--- config.mk ---
export PLATFORM = sky130hd
export DESIGN_NAME = posting_record_vint_decoder_top
export DESIGN_NICKNAME = d
export VERILOG_FILES = /design/src/prvd_pkg.sv /design/src/prvd_in_stage.sv /design/src/prvd_vint_unit.sv /design/src/prvd_parser.sv /design/src/posting_record_vint_decoder_top.sv
export SDC_FILE = /design/constraint.sdc
export NUM_CORES = 1
export LEC_CHECK = 0
export ABC_AREA = 1
export BUFFER_PORTS_ARGS = -buffer_cell sky130_fd_sc_hd__buf_2
export CAP_MARGIN = 40
export CORE_MARGIN = 5
export CORE_UTILIZATION = 40
export CTS_CLUSTER_DIAMETER = 50
export DETAILED_ROUTE_END_ITERATION = 8
export SLEW_MARGIN = 0
export SYNTH_ARGS = -nofsm -noshare
export SYNTH_HDL_FRONTEND = slang
export SYNTH_SLANG_ARGS = --single-unit
--- constraint.sdc ---
create_clock -name clk_i -period 4.5 [get_ports clk_i]
set_clock_uncertainty 0.15 [all_clocks]
set_input_delay 0.9 -clock clk_i [delete_from_list [all_inputs] [get_ports clk_i]]
set_output_delay 0.9 -clock clk_i [all_outputs]
set_load 0.02 [all_outputs]
--- src/prvd_pkg.sv ---
// Package for the posting record varint decoder.
// Payload structs, request and result codes, integer assembly types.
// No dependencies.
`default_nettype none

package prvd_pkg;

  localparam int unsigned MaxIntBytes = 5;
  localparam int unsigned CntW        = $clog2(MaxIntBytes + 1);
  localparam int unsigned ShamtW      = CntW + 3;

  localparam logic ReqData  = 1'b0;
  localparam logic ReqReset = 1'b1;

  localparam logic KindHeader = 1'b0;
  localparam logic KindPos    = 1'b1;

  typedef struct packed {
    logic        req_type;
    logic [7:0]  in_byte;
    logic [31:0] start_doc;
  } req_t;

  typedef struct packed {
    logic        item_kind;
    logic [31:0] doc_number;
    logic [31:0] term_freq;
    logic [7:0]  norm_byte;
    logic [31:0] position;
    logic        last_of_record;
    logic        vint_overflow;
  } rsp_t;

  typedef enum logic [1:0] {
    VintMore,
    VintDone,
    VintOvf
  } vint_status_e;

  typedef struct packed {
    vint_status_e     status;
    logic [31:0]      accum;
    logic [CntW-1:0]  count;
  } vint_res_t;

endpackage

`default_nettype wire

--- src/prvd_in_stage.sv ---
// Input register stage: holds one request until the parser takes it.
// Depends on prvd_pkg.
`default_nettype none

module prvd_in_stage (
  input  wire logic          clk_i,
  input  wire logic          rst_ni,
  input  wire logic          in_valid_i,
  output logic               in_ready_o,
  input  wire prvd_pkg::req_t in_data_i,
  output logic               req_valid_o,
  output prvd_pkg::req_t     req_data_o,
  input  wire logic          req_take_i
);

  logic           valid_q, valid_d;
  prvd_pkg::req_t data_q;
  logic           load;

  assign in_ready_o  = !valid_q || req_take_i;
  assign load        = in_valid_i && in_ready_o;
  assign valid_d     = load || (valid_q && !req_take_i);
  assign req_valid_o = valid_q;
  assign req_data_o  = data_q;

  always_ff @(posedge clk_i or negedge rst_ni) begin
    if (!rst_ni) begin
      valid_q <= 1'b0;
    end else begin
      valid_q <= valid_d;
    end
  end

  always_ff @(posedge clk_i) begin
    if (load) begin
      data_q <= in_data_i;
    end
  end

endmodule

`default_nettype wire

--- src/prvd_vint_unit.sv ---
// Varint assembly step: merges one stream byte into the partial integer.
// Depends on prvd_pkg.
`default_nettype none

module prvd_vint_unit (
  input  wire logic [31:0]              accum_i,
  input  wire logic [prvd_pkg::CntW-1:0] count_i,
  input  wire logic [7:0]               byte_i,
  output prvd_pkg::vint_res_t           res_o
);

  logic [prvd_pkg::ShamtW-1:0] shamt;
  logic [prvd_pkg::CntW-1:0]   count_next;

  assign shamt      = prvd_pkg::ShamtW'(count_i) * prvd_pkg::ShamtW'(7);
  assign count_next = count_i + prvd_pkg::CntW'(1);

  always_comb begin
    res_o.accum = accum_i | (32'(byte_i[6:0]) << shamt);
    res_o.count = count_next;
    if (!byte_i[7]) begin
      res_o.status = prvd_pkg::VintDone;
    end else if (count_next >= prvd_pkg::CntW'(prvd_pkg::MaxIntBytes)) begin
      res_o.status = prvd_pkg::VintOvf;
    end else begin
      res_o.status = prvd_pkg::VintMore;
    end
  end

endmodule

`default_nettype wire

--- src/prvd_parser.sv ---
// Record parser: phase, running sums and the result register.
// Depends on prvd_pkg and prvd_vint_unit.
`default_nettype none

module prvd_parser (
  input  wire logic           clk_i,
  input  wire logic           rst_ni,
  input  wire logic           req_valid_i,
  input  wire prvd_pkg::req_t req_data_i,
  output logic                req_take_o,
  output logic                out_valid_o,
  input  wire logic           out_ready_i,
  output prvd_pkg::rsp_t      out_data_o
);

  typedef enum logic [1:0] {
    PhDoc,
    PhFreq,
    PhNorm,
    PhPos
  } phase_e;

  phase_e                     phase_q, phase_d;
  logic [31:0]                accum_q, accum_d;
  logic [prvd_pkg::CntW-1:0]  count_q, count_d;
  logic [31:0]                doc_q, doc_d;
  logic [31:0]                freq_q, freq_d;
  logic [31:0]                left_q, left_d;
  logic [31:0]                pos_q, pos_d;
  logic [7:0]                 norm_q, norm_d;
  logic                       out_valid_q, out_valid_d;
  prvd_pkg::rsp_t             out_q, rsp;
  logic                       emit;
  logic [31:0]                left_dec;
  logic [31:0]                pos_sum;
  prvd_pkg::vint_res_t        vr;

  prvd_vint_unit u_vint (
    .accum_i (accum_q),
    .count_i (count_q),
    .byte_i  (req_data_i.in_byte),
    .res_o   (vr)
  );

  assign req_take_o = req_valid_i && (!out_valid_q || out_ready_i);
  assign left_dec   = (left_q != 32'd0) ? left_q - 32'd1 : 32'd0;
  assign pos_sum    = pos_q + vr.accum;

  always_comb begin
    phase_d = phase_q;
    accum_d = accum_q;
    count_d = count_q;
    doc_d   = doc_q;
    freq_d  = freq_q;
    left_d  = left_q;
    pos_d   = pos_q;
    norm_d  = norm_q;
    emit    = 1'b0;
    rsp     = '0;
    rsp.doc_number = doc_q;
    if (req_data_i.req_type == prvd_pkg::ReqReset) begin
      phase_d = PhDoc;
      accum_d = '0;
      count_d = '0;
      freq_d  = '0;
      left_d  = '0;
      pos_d   = '0;
      norm_d  = '0;
      doc_d   = req_data_i.start_doc;
    end else if (phase_q == PhNorm) begin
      norm_d  = req_data_i.in_byte;
      left_d  = freq_q;
      pos_d   = '0;
      phase_d = (freq_q == 32'd0) ? PhDoc : PhPos;
      emit    = 1'b1;
      rsp.item_kind      = prvd_pkg::KindHeader;
      rsp.term_freq      = freq_q;
      rsp.norm_byte      = req_data_i.in_byte;
      rsp.last_of_record = (freq_q == 32'd0);
    end else begin
      case (vr.status)
        prvd_pkg::VintMore: begin
          accum_d = vr.accum;
          count_d = vr.count;
        end
        prvd_pkg::VintOvf: begin
          phase_d = PhDoc;
          accum_d = '0;
          count_d = '0;
          freq_d  = '0;
          left_d  = '0;
          pos_d   = '0;
          norm_d  = '0;
          emit    = 1'b1;
          rsp.item_kind      = prvd_pkg::KindHeader;
          rsp.last_of_record = 1'b1;
          rsp.vint_overflow  = 1'b1;
        end
        default: begin
          accum_d = '0;
          count_d = '0;
          unique case (phase_q)
            PhDoc: begin
              doc_d = doc_q + {1'b0, vr.accum[31:1]};
              if (vr.accum[0]) begin
                freq_d  = 32'd1;
                phase_d = PhNorm;
              end else begin
                phase_d = PhFreq;
              end
            end
            PhFreq: begin
              freq_d  = vr.accum;
              phase_d = PhNorm;
            end
            default: begin
              pos_d  = pos_sum;
              left_d = left_dec;
              if (left_dec == 32'd0) begin
                phase_d = PhDoc;
              end
              emit = 1'b1;
              rsp.item_kind      = prvd_pkg::KindPos;
              rsp.term_freq      = freq_q;
              rsp.norm_byte      = norm_q;
              rsp.position       = pos_sum;
              rsp.last_of_record = (left_dec == 32'd0);
            end
          endcase
        end
      endcase
    end
  end

  always_comb begin
    out_valid_d = out_valid_q;
    if (req_take_o && emit) begin
      out_valid_d = 1'b1;
    end else if (out_ready_i) begin
      out_valid_d = 1'b0;
    end
  end

  always_ff @(posedge clk_i or negedge rst_ni) begin
    if (!rst_ni) begin
      phase_q     <= PhDoc;
      accum_q     <= '0;
      count_q     <= '0;
      doc_q       <= '0;
      freq_q      <= '0;
      left_q      <= '0;
      pos_q       <= '0;
      norm_q      <= '0;
      out_valid_q <= 1'b0;
    end else begin
      out_valid_q <= out_valid_d;
      if (req_take_o) begin
        phase_q <= phase_d;
        accum_q <= accum_d;
        count_q <= count_d;
        doc_q   <= doc_d;
        freq_q  <= freq_d;
        left_q  <= left_d;
        pos_q   <= pos_d;
        norm_q  <= norm_d;
      end
    end
  end

  always_ff @(posedge clk_i) begin
    if (req_take_o && emit) begin
      out_q <= rsp;
    end
  end

  assign out_valid_o = out_valid_q;
  assign out_data_o  = out_q;

endmodule

`default_nettype wire

--- src/posting_record_vint_decoder_top.sv ---
// Top level of the posting record varint decoder.
// Depends on prvd_pkg, prvd_in_stage, prvd_parser.
//
//   channel  direction  handshake                 payload
//   in       input      in_valid_i / in_ready_o   in_data_i  (prvd_pkg::req_t)
//   out      output     out_valid_o / out_ready_i out_data_o (prvd_pkg::rsp_t)
//
// One byte per cycle while the result register is empty or being drained: a request
// goes input register -> parser -> result register.
// The parser moves on whenever the result register is empty or being drained.
// At most one result per request; requests that yield none update only the parser state.
// rst_ni clears control and running state; a reset request reloads the doc number.
`default_nettype none

module posting_record_vint_decoder_top (
  input  wire logic           clk_i,
  input  wire logic           rst_ni,
  input  wire logic           in_valid_i,
  output logic                in_ready_o,
  input  wire prvd_pkg::req_t in_data_i,
  output logic                out_valid_o,
  input  wire logic           out_ready_i,
  output prvd_pkg::rsp_t      out_data_o
);

  logic           req_valid;
  logic           req_take;
  prvd_pkg::req_t req_data;

  prvd_in_stage u_in (
    .clk_i       (clk_i),
    .rst_ni      (rst_ni),
    .in_valid_i  (in_valid_i),
    .in_ready_o  (in_ready_o),
    .in_data_i   (in_data_i),
    .req_valid_o (req_valid),
    .req_data_o  (req_data),
    .req_take_i  (req_take)
  );

  prvd_parser u_parser (
    .clk_i       (clk_i),
    .rst_ni      (rst_ni),
    .req_valid_i (req_valid),
    .req_data_i  (req_data),
    .req_take_o  (req_take),
    .out_valid_o (out_valid_o),
    .out_ready_i (out_ready_i),
    .out_data_o  (out_data_o)
  );

endmodule

`default_nettype wire
Yosys cells after proc, flatten, opt, wreduce, memory -nomap -nowiden
Cells that the tools add are included.
Widths: inputs -> output; s select.
Cells by class
  shifts and indexed selects: 1
  multiplexer cells: 48
  magnitude comparators: 1
  equal/unequal tests: 9
  reduce and logical (&&, ||, !) cells: 31
  add/sub/neg operators: 4
  bitwise operators: 1
  multipliers: 1
Operators with widths (number)
  $mux 32: 17
  $pmux 32 s2: 4
  $mux 73: 1
  $mux 72: 1
  $logic_not 32->1: 2
  $mux 40: 1
  $add 32x31->32: 1
  $add 32x32->32: 1
  $or 32x32->32: 1
  $reduce_bool 32->1: 1
  $shl 7x6->32: 1
  $sub 32x1->32 const B: 1
  $mux 8: 3
  $mux 2: 7
  $mux 3: 3
  $pmux 2 s2: 2
  $mux 1: 7
  $mul 3x3->6 const B: 1
  $reduce_and 3->1: 2
  $reduce_bool 6->1: 1
  $reduce_or 2->1: 3
  $reduce_or 6->1: 1
  $reduce_and 5->1: 1
  $eq 2x2->1 const B: 2
  other kinds (19): 31
Word-level totals
  output and inout port bits: 109
  bits of input ports: 45
  register bits after elaboration: 323
  word-level logic and storage cells: 116

Logic depth before layout (Yosys ltp)
Gate-level depths: netlist of the first run.
  depth after elaboration: 10
  mapped depth: 19
  mapped depth without buffers: 18

Cells and area by module
A second synthesis of the first run with hierarchy kept.
Second synthesis, totals
  cells, all modules: 2059
  area total of the unflattened synthesis: 17540.6 sq um
Modules (own cells, without submodules)
  prvd_parser: area an instance 15747.6 sq um, cells each 1925, seq. area each 7567.3 sq um, instances 1
  prvd_in_stage: area an instance 1276.2 sq um, cells each 47, seq. area each 1256.2 sq um, instances 1
  prvd_vint_unit: area an instance 516.7 sq um, cells each 87, seq. area each 0.0 sq um, instances 1

Worst setup path before layout of the first run
Ideal clock, no wire load.
  kind: input -> register
  start point: input out_ready_i
  end point: register u_parser.out_q (netlist bit u_parser.out_data_o[0]) (enable)
  buffers on the path: 1
  data required time: 3.929 ns
  library setup time: 0.421 ns
  path slack: 0.844 ns
  data arrival time: 3.086 ns
  cell stages on the path: 9
  path through: inv_1 > nand2_1 > nand2_1 > inv_1 > nand2_1 > a21oi_4 > inv_2 > nor2_4 > buf_2
Between the ends
  longest elaborated chain between the ends: 3
RTL lines
  from (decl): line posting_record_vint_decoder_top.sv:22  | input wire logic out_ready_i,
  $logic_or 1x1->1: line prvd_parser.sv:45  | assign req_take_o = req_valid_i && (!out_valid_q || out_ready_i);
  $logic_and 1x1->1: line prvd_parser.sv:45
  $logic_and 1x1->1: line prvd_parser.sv:171  | if (req_take_o && emit) begin
  to (signal assigned): line prvd_parser.sv:172  | out_q <= rsp;
  to (decl): line prvd_parser.sv:32  | prvd_pkg::rsp_t out_q, rsp;
Every way passes these cells.
A chain may end at the register's enable or synchronous reset.

Final worst setup path of the first run
  start point: register u_parser.count_q[0] (netlist name)
  end point: register u_parser.out_q (netlist bit u_parser.out_data_o[24]) (data pin)
Between the ends
  longest elaborated chain between the ends: 6
  elaborated cells on any way between the ends: 11
  those cells by class: 2 x add/sub; 1 x mul; 1 x order compare; 1 x eq/ne; 1 x shift; 2 x mux; 1 x bitwise; 2 x reduce/logical
RTL lines
  from (decl): line prvd_parser.sv:25  | logic [prvd_pkg::CntW-1:0] count_q, count_d;
  from (signal assigned): line prvd_parser.sv:160  | count_q <= count_d;
  parallel branches: the longest is 6 deep, another holds $add 32x32->32
Several ways; the timed one is not identified.

==> results.md, run 1 <==
- The run finished with clean final reports.
- The total length of routed wires is 52,300 µm.
- The post-synthesis register bit count is 323.
- In this run the register-to-register setup slack is 0.76 ns.
- In the final routed layout, each cell accounts on average for 18.4 µm.
- The number of max-slew violations in the final report was 0.
- The height of the die is 219 µm.
- The overall die width is 219 µm.
- The number of antenna violations at the first check in global routing is 0.
- The die covers 48,100 µm².
- The analysis attributes to cell leakage a power of 0.00944 µW.
- The sequential cell area is 8820 µm².
- Along the worst path, the maximum fanout reaches 18.
- Measured in cells, the most critical reg-to-reg path has a length of 16.
- The shortest clock period the worst path allows after layout is 3.74 ns.
- The endpoint required time on the critical path is 4.65 ns.
- The number of placed I/O pins is 154.
- The count of H-tree levels built during CTS is 2.
- The arrival time of data at the critical path endpoint is 3.89 ns.
- The number of remaining DRC errors is 0.
- The clock insertion delay at the later pin of the skew report is 0.57 ns.
- The placer's final routability congestion estimate is 0.992.
- Counting every net in the synthesized netlist gives 2,171.
- Measured on the finished design, the core utilization comes to 0.470.
- The relative slew slack is 0.418.
- Setup total negative slack on the finished layout was measured at 0 ns.
- The share of post-route cells with drive strength above 1 is 0.130.
- The number of buffers on the longest clock path is 3.
- The count of distinct cell types in the synthesized netlist is 47.
- In this run the critical register-to-register path is launched from u_parser.count_q[0].
- The count of port buffers added during placement is 153.
- Across all layers, the routed design uses 14,700 vias.
- The via density per instance is 5.19.
- Summing all multi-input logic gate instances after layout gives 7360 µm².
- The number of cells upsized or downsized after cts is 0.
- The TritonCTS clock tree is done.
- Of all flip-flops after synthesis, the portion carrying an async set or reset was 0.542.
- The highest layer touched by signal routing is met4.
- For this run, the post-layout net count is 2,332.
- The root buffer cell chosen for the clock tree is sky130_fd_sc_hd__clkbuf_16.
- Wire segments on met2 add up to 24,900 µm in the final route.
- The total met3 wirelength after detailed routing is 2710 µm.
- The first routing iteration left 1,029 violations.
- For this run, the total global-route usage over all layers was measured as 0.218.
- The number of fillers in the final layout is 4,162.
- For this run, the top clock speed supported by timing is 268 MHz.
- The class of the tightest hold or removal check is input port to asynchronous set/reset pin.
- The post-synthesis instance total is 2,059.
- The share of the Yosys chip area taken by registers is 0.503.
- Dividing the synthesized area by the synthesized cell count gives 8.52 µm².
- The length of the first detailed-routing pass in iterations is 5.
- The maximum vdd ir drop is 283 µV.
- In this run the standard cell core region covers 43,300 µm².
- Setup repair after global routing left no endpoint under its margin.
- The number of antenna diodes in the final layout is 0.
- Entering global routing, the biggest net connects 120 pins.
- Prior to clock tree synthesis, the placed netlist has a worst setup slack of 0.793 ns.
- The netlist area before placement is 17,500 µm².
- The number of setup buffers added after CTS is 0.
- The worst setup path is captured at a flip-flop.
- The worst setup slack after layout is 0.764 ns.
- The clock-pin slew of the registers on the worst-case setup and hold paths is 0.06 ns.
- Setup violations remaining at the end of the flow were counted as 0.
- The ratio of total power to cell area is 662 nW/µm².
- The overflow left after global routing is 0.
- In the synthesized netlist the dominant register cell turns out to be sky130_fd_sc_hd__dfrtp_1.
- The path type of the worst setup path is flip-flop to flip-flop.
- For this run, the number of Yosys warnings is 0.
- The area added between synthesis and finish is 16.0%.
- In this run the critical register-to-register path is captured at u_parser.out_data_o[24].
- The number of flops mapped to enable cells by yosys is 148.
- The number of hold-repair buffers added at the cts stage is 0.
- The number of max-cap violations is 0.
- The initial core utilization is 0.405.
- The final cycle utilization of the critical path is 0.830.
- The first global-routing pass estimated 82,300 µm of wire.
- The worst setup path is launched from a flip-flop.
- The post-DP HPWL is 39,000 µm.
- The antenna violation net count after detailed routing is 0.
- The transition time of the tightest slew-check pin is 0.871 ns.
- TritonCTS created 42 clock buffers.
- In this run the core area contains 76 standard-cell rows.
- The detailed router put a total of 23,300 µm of wire on met1.
- The number of clock sinks is 323.
- The via count of the first global-routing pass is 14,700.
- The final number of hold-violating endpoints was 0.
-- stage by stage --
step | hold slack, ns | cell area, µm² | total power, µW | instances
after detailed placement | 0.322 | 19000 | 10200 | 2761
after CTS | 0.244 | 20300 | 13500 | 2838
final | 0.219 | 20300 | 13500 | 2838
after global placement | 0.317 | 19000 | 10200 | 2760
after floorplan | 0.303 | 17500 | 8400 | 2059
after global routing | 0.291 | 20300 | 14400 | 2838
-- kinds of logic (layout without fill, tap and decap cells) --
family                   count (synthesis)  in the layout  share of synthesized area
AND/OR/NAND/NOR                        881            881                      0.213
AO/OA/AOI/OAI                          393            393                      0.133
buffers and inverters                  346            540                     0.0777
flip-flops                             323            323                      0.503
adder cells (fa/ha/maj)                 67             67                     0.0486
XOR/XNOR                                49             49                     0.0245
-- final cells by class --
| class | count | share of cell area |
|---|---|---|
| well taps | 585 | 0.0360 |
| clock inverters | 27 | 0.0127 |
| multi-input cells | 1390 | 0.362 |
| flip-flops and latches | 323 | 0.434 |
| repair buffers | 176 | 0.0483 |
| clock buffers | 50 | 0.0542 |
| inverters | 287 | 0.0532 |
-- layer usage --
metal,vias up,global-route usage
li1,7189,-
met1,7075,0.295
met2,389,0.365
met3,86,0.0292
met4,0,0.0672
met5,-,0
-- cells in the mapped netlist (18+ instances only) --
cell / n / share of area
sky130_fd_sc_hd__xor2_1: 29 / 0.014
sky130_fd_sc_hd__nand4_1: 18 / 0.0064
sky130_fd_sc_hd__dfrtp_1: 175 / 0.25
sky130_fd_sc_hd__nand3_1: 76 / 0.022
sky130_fd_sc_hd__o21ai_0: 163 / 0.047
sky130_fd_sc_hd__edfxtp_1: 148 / 0.25
sky130_fd_sc_hd__clkbuf_1: 33 / 0.0071
sky130_fd_sc_hd__nand2_1: 477 / 0.10
sky130_fd_sc_hd__o221ai_1: 24 / 0.012
sky130_fd_sc_hd__xnor2_1: 20 / 0.010
sky130_fd_sc_hd__ha_1: 65 / 0.046
sky130_fd_sc_hd__buf_2: 18 / 0.0051
sky130_fd_sc_hd__nor2_1: 211 / 0.045
sky130_fd_sc_hd__nor3_1: 49 / 0.014
sky130_fd_sc_hd__inv_1: 280 / 0.060
sky130_fd_sc_hd__o22ai_1: 30 / 0.011
sky130_fd_sc_hd__a21oi_1: 94 / 0.027
-- cell usage in the layout, fill, tap and decap left out, types with 29 or more instances in the layout --
master and instances:
sky130_fd_sc_hd__nand3_1 76, sky130_fd_sc_hd__clkbuf_16 43, sky130_fd_sc_hd__inv_1 279, sky130_fd_sc_hd__xor2_1 29
sky130_fd_sc_hd__o22ai_1 30, sky130_fd_sc_hd__buf_2 152, sky130_fd_sc_hd__dfrtp_1 175, sky130_fd_sc_hd__ha_1 65
sky130_fd_sc_hd__nor2_1 210, sky130_fd_sc_hd__a21oi_1 94, sky130_fd_sc_hd__o21ai_0 163, sky130_fd_sc_hd__nand2_1 477
sky130_fd_sc_hd__nor3_1 48, sky130_fd_sc_hd__edfxtp_1 148
-- flip-flops by register name, summed over array words and instances (netlist names), 2 cells and up --
register,cells
u_in.req_data_o,41
u_parser.accum_q,32
u_parser.count_q,3
u_parser.doc_q,32
u_parser.freq_q,32
u_parser.left_q,32
u_parser.norm_q,8
u_parser.out_data_o,107
u_parser.phase_q,2
u_parser.pos_q,32
-- power breakdown --
group / internal [µW] / switching, µW / total, µW
clock network: 1910 / 1380 / 3290
registers: 3710 / 471 / 4180
logic: 1890 / 4120 / 6000
total: 7510 / 5960 / 13500
-- how the worst max path moves through the flow --
| stage | start | to | slack (ns) | depth (start not counted) |
|---|---|---|---|---|
| 2_1_floorplan | out_ready_i | u_parser.out_data_o[0] | 0.84 | 9 |
| 3_3_place_gp | u_parser.count_q[0] | u_parser.out_data_o[22] | 0.87 | 16 |
| 3_5_place_dp | u_parser.count_q[0] | u_parser.out_data_o[22] | 0.79 | 16 |
| 4_1_cts | u_parser.count_q[0] | u_parser.out_data_o[22] | 0.77 | 16 |
| 5_1_grt | u_parser.count_q[0] | u_parser.out_data_o[24] | 0.43 | 16 |
| 6_report | u_parser.count_q[0] | u_parser.out_data_o[24] | 0.76 | 16 |
-- critical path, stage by stage, from the launching register on --
cell and delay [ns]:
sky130_fd_sc_hd__dfrtp_1 0.58, sky130_fd_sc_hd__nor2_1 0.27, sky130_fd_sc_hd__nand2_1 0.09, sky130_fd_sc_hd__nand2_1 0.14, sky130_fd_sc_hd__ha_1 0.20, sky130_fd_sc_hd__inv_1 0.06
sky130_fd_sc_hd__fa_1 0.41, sky130_fd_sc_hd__nand3b_1 0.17, sky130_fd_sc_hd__nand2_1 0.15, sky130_fd_sc_hd__a21boi_0 0.11, sky130_fd_sc_hd__buf_4 0.16, sky130_fd_sc_hd__o21ai_0 0.17
sky130_fd_sc_hd__buf_4 0.17, sky130_fd_sc_hd__a21boi_0 0.13, sky130_fd_sc_hd__o21ai_0 0.24, sky130_fd_sc_hd__xor2_1 0.13, sky130_fd_sc_hd__and2_1 0.15
(Power assumes the default switching activity.)
==> run 2, diff against run 1 <==
==> constraint.sdc (replaced) <==
create_clock -name clk_i -period 3.4 [get_ports clk_i]
set_clock_uncertainty 0.15 [all_clocks]
set_input_delay 0.68 -clock clk_i [delete_from_list [all_inputs] [get_ports clk_i]]
set_output_delay 0.68 -clock clk_i [all_outputs]
set_load 0.02 [all_outputs]
==> results.md, run 2 (synthesis gave the netlist of run 1 again) <==
- The number of endpoints failing setup at the final stage is 0.
- The total inserted antenna cells is 0.
- The overall power after layout is 18,300 µW.
- The origin of the worst setup path is u_parser.count_q[2].
- For the pin with the worst max-slew slack, the measured transition is 0.621 ns.
- The most common cell after layout, fill and taps aside is sky130_fd_sc_hd__nand2_1.
- In this run the power spent charging and discharging nets is 7990 µW.
- The final number of hold-violating endpoints is 0.
- Once layout is done, the placed cells without fillers occupy 20,900 µm².
- Entering global routing, the biggest net connects 120 pins.
- The fmax is 310 MHz.
- The clock passes through at most 3 buffers.
- The overflow left after global routing is 0.
- The height of the die is 219 µm.
- For this configuration, the core starts out at a cell density of 0.405.
- In the final routed layout, each cell accounts on average for 18.6 µm.
- The overall via count from detail_route is 15,000.
- The clock insertion delay at the later pin of the skew report is 0.58 ns.
- In this run the worst path has a maximum fanout of 13.
- The shortest clock period the worst path allows after layout is 3.23 ns.
- Of the available clock period, the critical path in the final layout requires 0.950.
- The worst setup path is of the flip-flop to flip-flop kind.
- The run finished with clean final reports.
- At the worst endpoint, the arrival time is 3.39 ns.
- The worst register-to-register path has a setup slack of 0.17 ns.
- The die area is 48,100 µm².
- The count of port buffers added during placement is 153.
- The static leakage is 0.00976 µW.
- The final cell utilization of the core is 0.483.
- The maximum vdd ir drop is 452 µV.
- The worst setup path is captured at a flip-flop.
- The number of non-filler instances in the completed layout is 2,884.
- The worst slack on hold paths is 0.131 ns.
- In the routed layout, each cell is associated on average with a via count of 5.19.
- In the final layout, the share of cells above drive strength 1 is 0.158.
- The proportion of total power due to net switching is 0.436.
- The number of antenna violations at the first check in global routing is 0.
- The number of flip-flops in the largest register is 107.
- The via count of the first global-routing pass is 14,600.
- After the first detailed-routing iteration, the DRC count stood at 1,278.
- The first-pass GRT wire length is 83,300 µm.
- In the global route stage, overall resource usage came out at 0.222.
- The number of max-slew violations in the final report is 0.
- The post-DP HPWL is 40,300 µm.
- The first detailed-routing pass took 5 iterations.
- The number of placement rows is 76.
- The number of clock buffers added by TritonCTS is 41.
- The count of H-tree levels built during CTS is 2.
- The overall die width is 219 µm.
- For the worst setup path, the data required time is 3.56 ns.
- The sequential group share of total power is 0.302.
- Power spread over the standard cell area amounts to 877 nW/µm².
- The internal power component is 10,400 µW.
- The number of remaining DRC errors is 0.
- In the layout the commonest cells are sky130_fd_sc_hd__nand2_1, sky130_fd_sc_hd__inv_1, sky130_fd_sc_hd__nor2_1.
- The clock-pin slew of the registers on the worst-case setup and hold paths is 0.06 ns.
- The relative slew slack is 0.586.
- In the final design database the tool counted 2,380 nets.
- The clock net in this run drives a total of 323 sinks.
- Including well taps, the total number of placed cells is 2,805.
- The total area inside the core boundary comes to 43,300 µm².
- The cell sitting at the root of the clock tree is a sky130_fd_sc_hd__clkbuf_16.
- In this run the count of I/O pins placed on the die edge is 154.
- The antenna violation net count after detailed routing is 0.
- The tool flagged a number of max-cap violations equal to 0.
- The class of the tightest hold or removal check is input port to flip-flop.
- The startpoint type of the worst setup path is a flip-flop.
- The part of the total power dissipated in the clock network is 0.242.
- The power share of the combinational group is 0.456.
- The TritonCTS clock tree is done.
- The startpoint of the worst-slack reg-to-reg timing path is u_parser.count_q[2].
- The total length of routed wires is 53,700 µm.
- The area growth from synthesis to layout is 19.2%.
- The placement-stage cell area is 19,400 µm².
- The hold path startpoint is in_data_i[10].
- The placer's final routability congestion estimate is 1.01.
==> run 2: cell count changes in the layout (fill, tap and decap cells not counted), moves of 5 or more <==
cell                      before  now
sky130_fd_sc_hd__a21oi_2       0    5
sky130_fd_sc_hd__nor2_1      210  204
sky130_fd_sc_hd__nand2_1     477  472
sky130_fd_sc_hd__a21oi_1      94   88
sky130_fd_sc_hd__buf_4        20   61
sky130_fd_sc_hd__nor2_2        5   10
sky130_fd_sc_hd__inv_6         9    1
==> run 2: metal layers <==
metal / global-route usage / part of all wire / wire length, µm / vias up
li1: - / - / - / 7276
met2: 0.362 / 0.47 / 25100 / 429
met4: 0.0716 / 0.030 / 1590 / 0
met5: 0 / 0 / 0 / -
met1: 0.307 / 0.45 / 24200 / 7181
met3: 0.0297 / 0.052 / 2820 / 96
==> run 2: final timing paths <==
check	endpoint	depth (start not counted)
max in group asynchronous	u_parser.accum_q[21]	3
min reg2reg	u_parser.norm_q[6]	2
min in group asynchronous	u_parser.left_q[7]	2
min	u_in.req_data_o[10]	1
max reg2reg	u_parser.out_data_o[19]	16
max	u_parser.out_data_o[19]	16
==> run 2: final cells by class <==
cell class,count,area (µm²)
clock buffer,47,1080
inverter,287,1080
tap,585,732
sequential,323,8820
timing repair buffer,225,1430
multi-input combinational,1390,7450
fill,4166,22400
clock inverter,27,310
==> run 2: power by group through the flow <==
stage	logic [µW]	clock network (µW)	registers, µW
3_3_place_gp	8040	0	5590
6_report	8370	4440	5530
5_1_grt	9330	4720	5610
3_5_place_dp	8130	0	5580
2_1_floorplan	5610	0	5510
4_1_cts	8200	4550	5530
==> run 2: repair_timing <==
| item | 4_1_cts | 5_1_grt |
|---|---|---|
| resized for setup | 7 | 31 |
| hold buffers | 1 | 0 |
| setup buffers | 1 | 2 |
| pin swaps | 1 | 4 |
| cloned | 0 | 1 |
| hold endpoints to repair | 56 | 0 |
| endpoints found under the setup margin | 12 | 96 |
==> run 2: critical path, cell delays in order, from the launching register on <==
cell	delay, ns
sky130_fd_sc_hd__dfrtp_1	0.38
sky130_fd_sc_hd__buf_4	0.15
sky130_fd_sc_hd__nor2_2	0.14
sky130_fd_sc_hd__buf_6	0.17
sky130_fd_sc_hd__nand2_1	0.07
sky130_fd_sc_hd__nand2_1	0.18
sky130_fd_sc_hd__ha_1	0.28
sky130_fd_sc_hd__buf_4	0.16
sky130_fd_sc_hd__nand2_1	0.14
sky130_fd_sc_hd__inv_1	0.07
sky130_fd_sc_hd__a21oi_1	0.15
sky130_fd_sc_hd__o21ai_0	0.14
sky130_fd_sc_hd__a21oi_2	0.21
sky130_fd_sc_hd__nor2_1	0.07
sky130_fd_sc_hd__nor2_1	0.17
sky130_fd_sc_hd__xor2_1	0.28
sky130_fd_sc_hd__nor2_1	0.07
==> run 2: through the flow <==
step / setup TNS (ns) / setup slack [ns]
floorplan: 0 / 0.188
finish: 0 / 0.169
detailed placement: -0.882 / -0.200
global placement: -1.55 / -0.291
CTS: 0 / 0.0000269
global route: -0.00379 / -0.00379
==> run 3, diff against run 2 <==
--- a/config.mk
+++ b/config.mk
@@ -9,10 +9,11 @@
 export BUFFER_PORTS_ARGS = -buffer_cell sky130_fd_sc_hd__buf_2
 export CAP_MARGIN = 40
 export CORE_MARGIN = 5
-export CORE_UTILIZATION = 40
+export CORE_UTILIZATION = 55
 export CTS_CLUSTER_DIAMETER = 50
 export DETAILED_ROUTE_END_ITERATION = 8
-export SLEW_MARGIN = 0
+export MAX_ROUTING_LAYER = met4
+export PLACE_DENSITY = 0.77
 export SYNTH_ARGS = -nofsm -noshare
 export SYNTH_HDL_FRONTEND = slang
 export SYNTH_SLANG_ARGS = --single-unit
==> results.md, run 3 (synthesis gave the netlist of run 1 again) <==
- Dividing the detail-routed wire length by the instance count gives 20.0 µm.
- The most common cell after layout, fill and taps aside is sky130_fd_sc_hd__nand2_1.
- Max-cap violations in this run came to 0.
- STA classifies the critical path startpoint as a flip-flop.
- In the global route stage, overall resource usage came out at 0.307.
- Data on the critical path arrives at its endpoint at 3.50 ns.
- The height of the die is 189 µm.
- The number of cell instances on the worst register-to-register path is 15.
- On the critical path, the stage with the largest delay is an instance of sky130_fd_sc_hd__dfrtp_1.
- After global routing the overflow that remains totals 0.
- Of the cells placed in the final design, the portion with a size suffix greater than 1 is 0.159.
- The count of buffering cells on the critical path with inverters included is 3.
- The post-DP HPWL is 40,000 µm.
- The number of max-slew violations in the final report was 0.
- The final number of hold-violating endpoints is 0.
- The number of endpoints failing setup at the final stage is 0.
- Dividing total power by cell area gives a power density of 886 nW/µm².
- The count of port buffers added during placement is 153.
- The number of placement rows is 65.
- At the later pin of the worst-skew pair, clock insertion delay measures 0.56 ns.
- The core box area is 31,600 µm².
- Across the VDD grid, the largest voltage drop is 564 µV.
- The number of antenna violations at the first check in global routing was 0.
- The number of placed I/O pins is 154.
- The length of the first detailed-routing pass in iterations is 5.
- Along the worst hold path, the cell count comes to 1.
- The clock-pin slew of the registers on the worst-case setup and hold paths is 0.06 ns.
- CTS placed an instance of sky130_fd_sc_hd__clkbuf_16 at the clock tree root.
- The class of the tightest hold or removal check is input port to flip-flop.
- The via density per instance is 5.68.
- In this run the remaining antenna-violating nets after routing total 0.
- The maximum number of pins on one net before global-route repair is 105.
- The transition time of the tightest slew-check pin is 0.644 ns.
- Setup repair after global routing could not meet its margin everywhere.
- The total inserted antenna cells is 0.
- The count of H-tree levels built during CTS is 2.
- The signal on the critical path passes through buf_4 > nor2_2 > buf_6 > nand2_1 > nand2_1 > ha_1 > a21oi_1 > nand2_2 > a21boi_1 > o21ai_0 > buf_4 > a21boi_2 > o21ai_1 > xor2_1 > and2_1.
- TritonCTS built the clock tree.
- In the layout the commonest cells are sky130_fd_sc_hd__nand2_1, sky130_fd_sc_hd__inv_1, sky130_fd_sc_hd__nor2_1.
- The routed design has 54,000 µm of wire.
- The number of fillers in the final layout is 2,643.
- For this configuration, the core starts out at a cell density of 0.556.
- The overall die width is 189 µm.
- The number of remaining DRC errors is 0.
- For this run, the post-layout net count is 2,372.
- After layout, the minimum clock period comes to 3.35 ns.
- The worst setup path is captured at a flip-flop.
- The via count of the first global-routing pass is 15,100.
- The static leakage is 0.00969 µW.
- Measured on the finished design, the core utilization comes to 0.653.
- The number of clock sinks is 323.
- On the worst path, the slowest cell contributes a delay of 0.39 ns.
- The area added between synthesis and finish is 17.5%.
- TritonCTS created 40 clock buffers.
- The detailed router placed 15,300 vias in this run.
- The number of buffers on the longest clock path is 3.
- The category of cells accounting for the largest share of critical-path delay is compound AO/OA/AOI/OAI gates.
- The sum of negative setup slack is 0 ns.
- The first-pass GRT wire length is 84,100 µm.
- The register with the most flip-flops in the layout has 107 of them.
- Measured against its own limit, the worst slew margin works out to 0.570.
- The congestion estimate from routability-driven global placement came to 1.04.
- The flow ran to the end, and the final reports show no timing, DRC or antenna violations.
- The die area is 35,600 µm².
- Counting buffers and inverters, the worst setup path is 15 cells deep.
- The fmax is 298 MHz.
- STA puts the critical path data required time at 3.55 ns.
- The worst slack on hold paths is 0.143 ns.
- The maximum fanout encountered on the critical timing path is 13.
- The violation count after the first detailed-routing iteration is 1,364.
- Of the available clock period, the critical path in the final layout requires 0.986.
- The path type of the worst setup path is flip-flop to flip-flop.
==> run 3: cell types whose count changed in the layout (fill, tap and decap cells not counted), sizes merged <==
cell	previous run	this run
buf	223	217
clkinv	18	16
clkinvlp	3	1
inv	289	292
==> run 3: layer usage <==
metal | up-vias | track usage | part of all wire
met2 | 609 | 0.492 | 0.47
met1 | 7332 | 0.424 | 0.44
met5 | - | - | 0
li1 | 7248 | - | -
met4 | 0 | 0.0841 | 0.030
met3 | 110 | 0.0324 | 0.059
==> run 3: report_power, final <==
part	internal, µW	switching [µW]	total, µW
Combinational	2760	5550	8310
Sequential	4910	660	5570
Clock	2580	1800	4380
==> run 3: area by class of cell <==
class | count | area, µm² | area share
Clock buffer | 48 | 1050 | 0.0510
Clock inverter | 26 | 322 | 0.0156
Inverter | 287 | 1080 | 0.0525
Multi-Input combinational cell | 1390 | 7490 | 0.363
Sequential cell | 323 | 8820 | 0.428
Tap cell | 402 | 503 | 0.0244
Timing Repair Buffer | 218 | 1340 | 0.0650
==> run 3: path summary, 6_finish.rpt <==
check                                     from                       to  slack (ns)
max                        u_parser.count_q[2]  u_parser.out_data_o[24]        0.05
min                               in_data_i[3]       u_in.req_data_o[3]        0.14
max reg2reg                u_parser.count_q[2]  u_parser.out_data_o[24]        0.05
min reg2reg                 u_parser.pos_q[19]       u_parser.pos_q[19]        0.34
max in group asynchronous               rst_ni      u_parser.count_q[0]        1.72
min in group asynchronous               rst_ni      u_parser.left_q[31]        0.53
==> run 3: timing repair <==
item / 4_1_cts / 5_1_grt
endpoints found under the hold margin: 46 / 0
gates resized for setup: 15 / 32
pin swaps: 2 / 1
hold buffers: 1 / 0
buffers inserted: 2 / 3
setup endpoints to repair: 19 / 128
==> run 3: stage by stage <==
step / instance area, µm² / worst slack, ns / instances / power, µW
after global routing: 20600 / -0.0522 / 2694 / 19400
after floorplan: 17500 / 0.188 / 2059 / 11100
final: 20600 / 0.0482 / 2694 / 18300
after CTS: 20500 / 0.0158 / 2691 / 18100
after global placement: 19000 / -0.262 / 2612 / 13500
after detailed placement: 19000 / -0.164 / 2614 / 13600
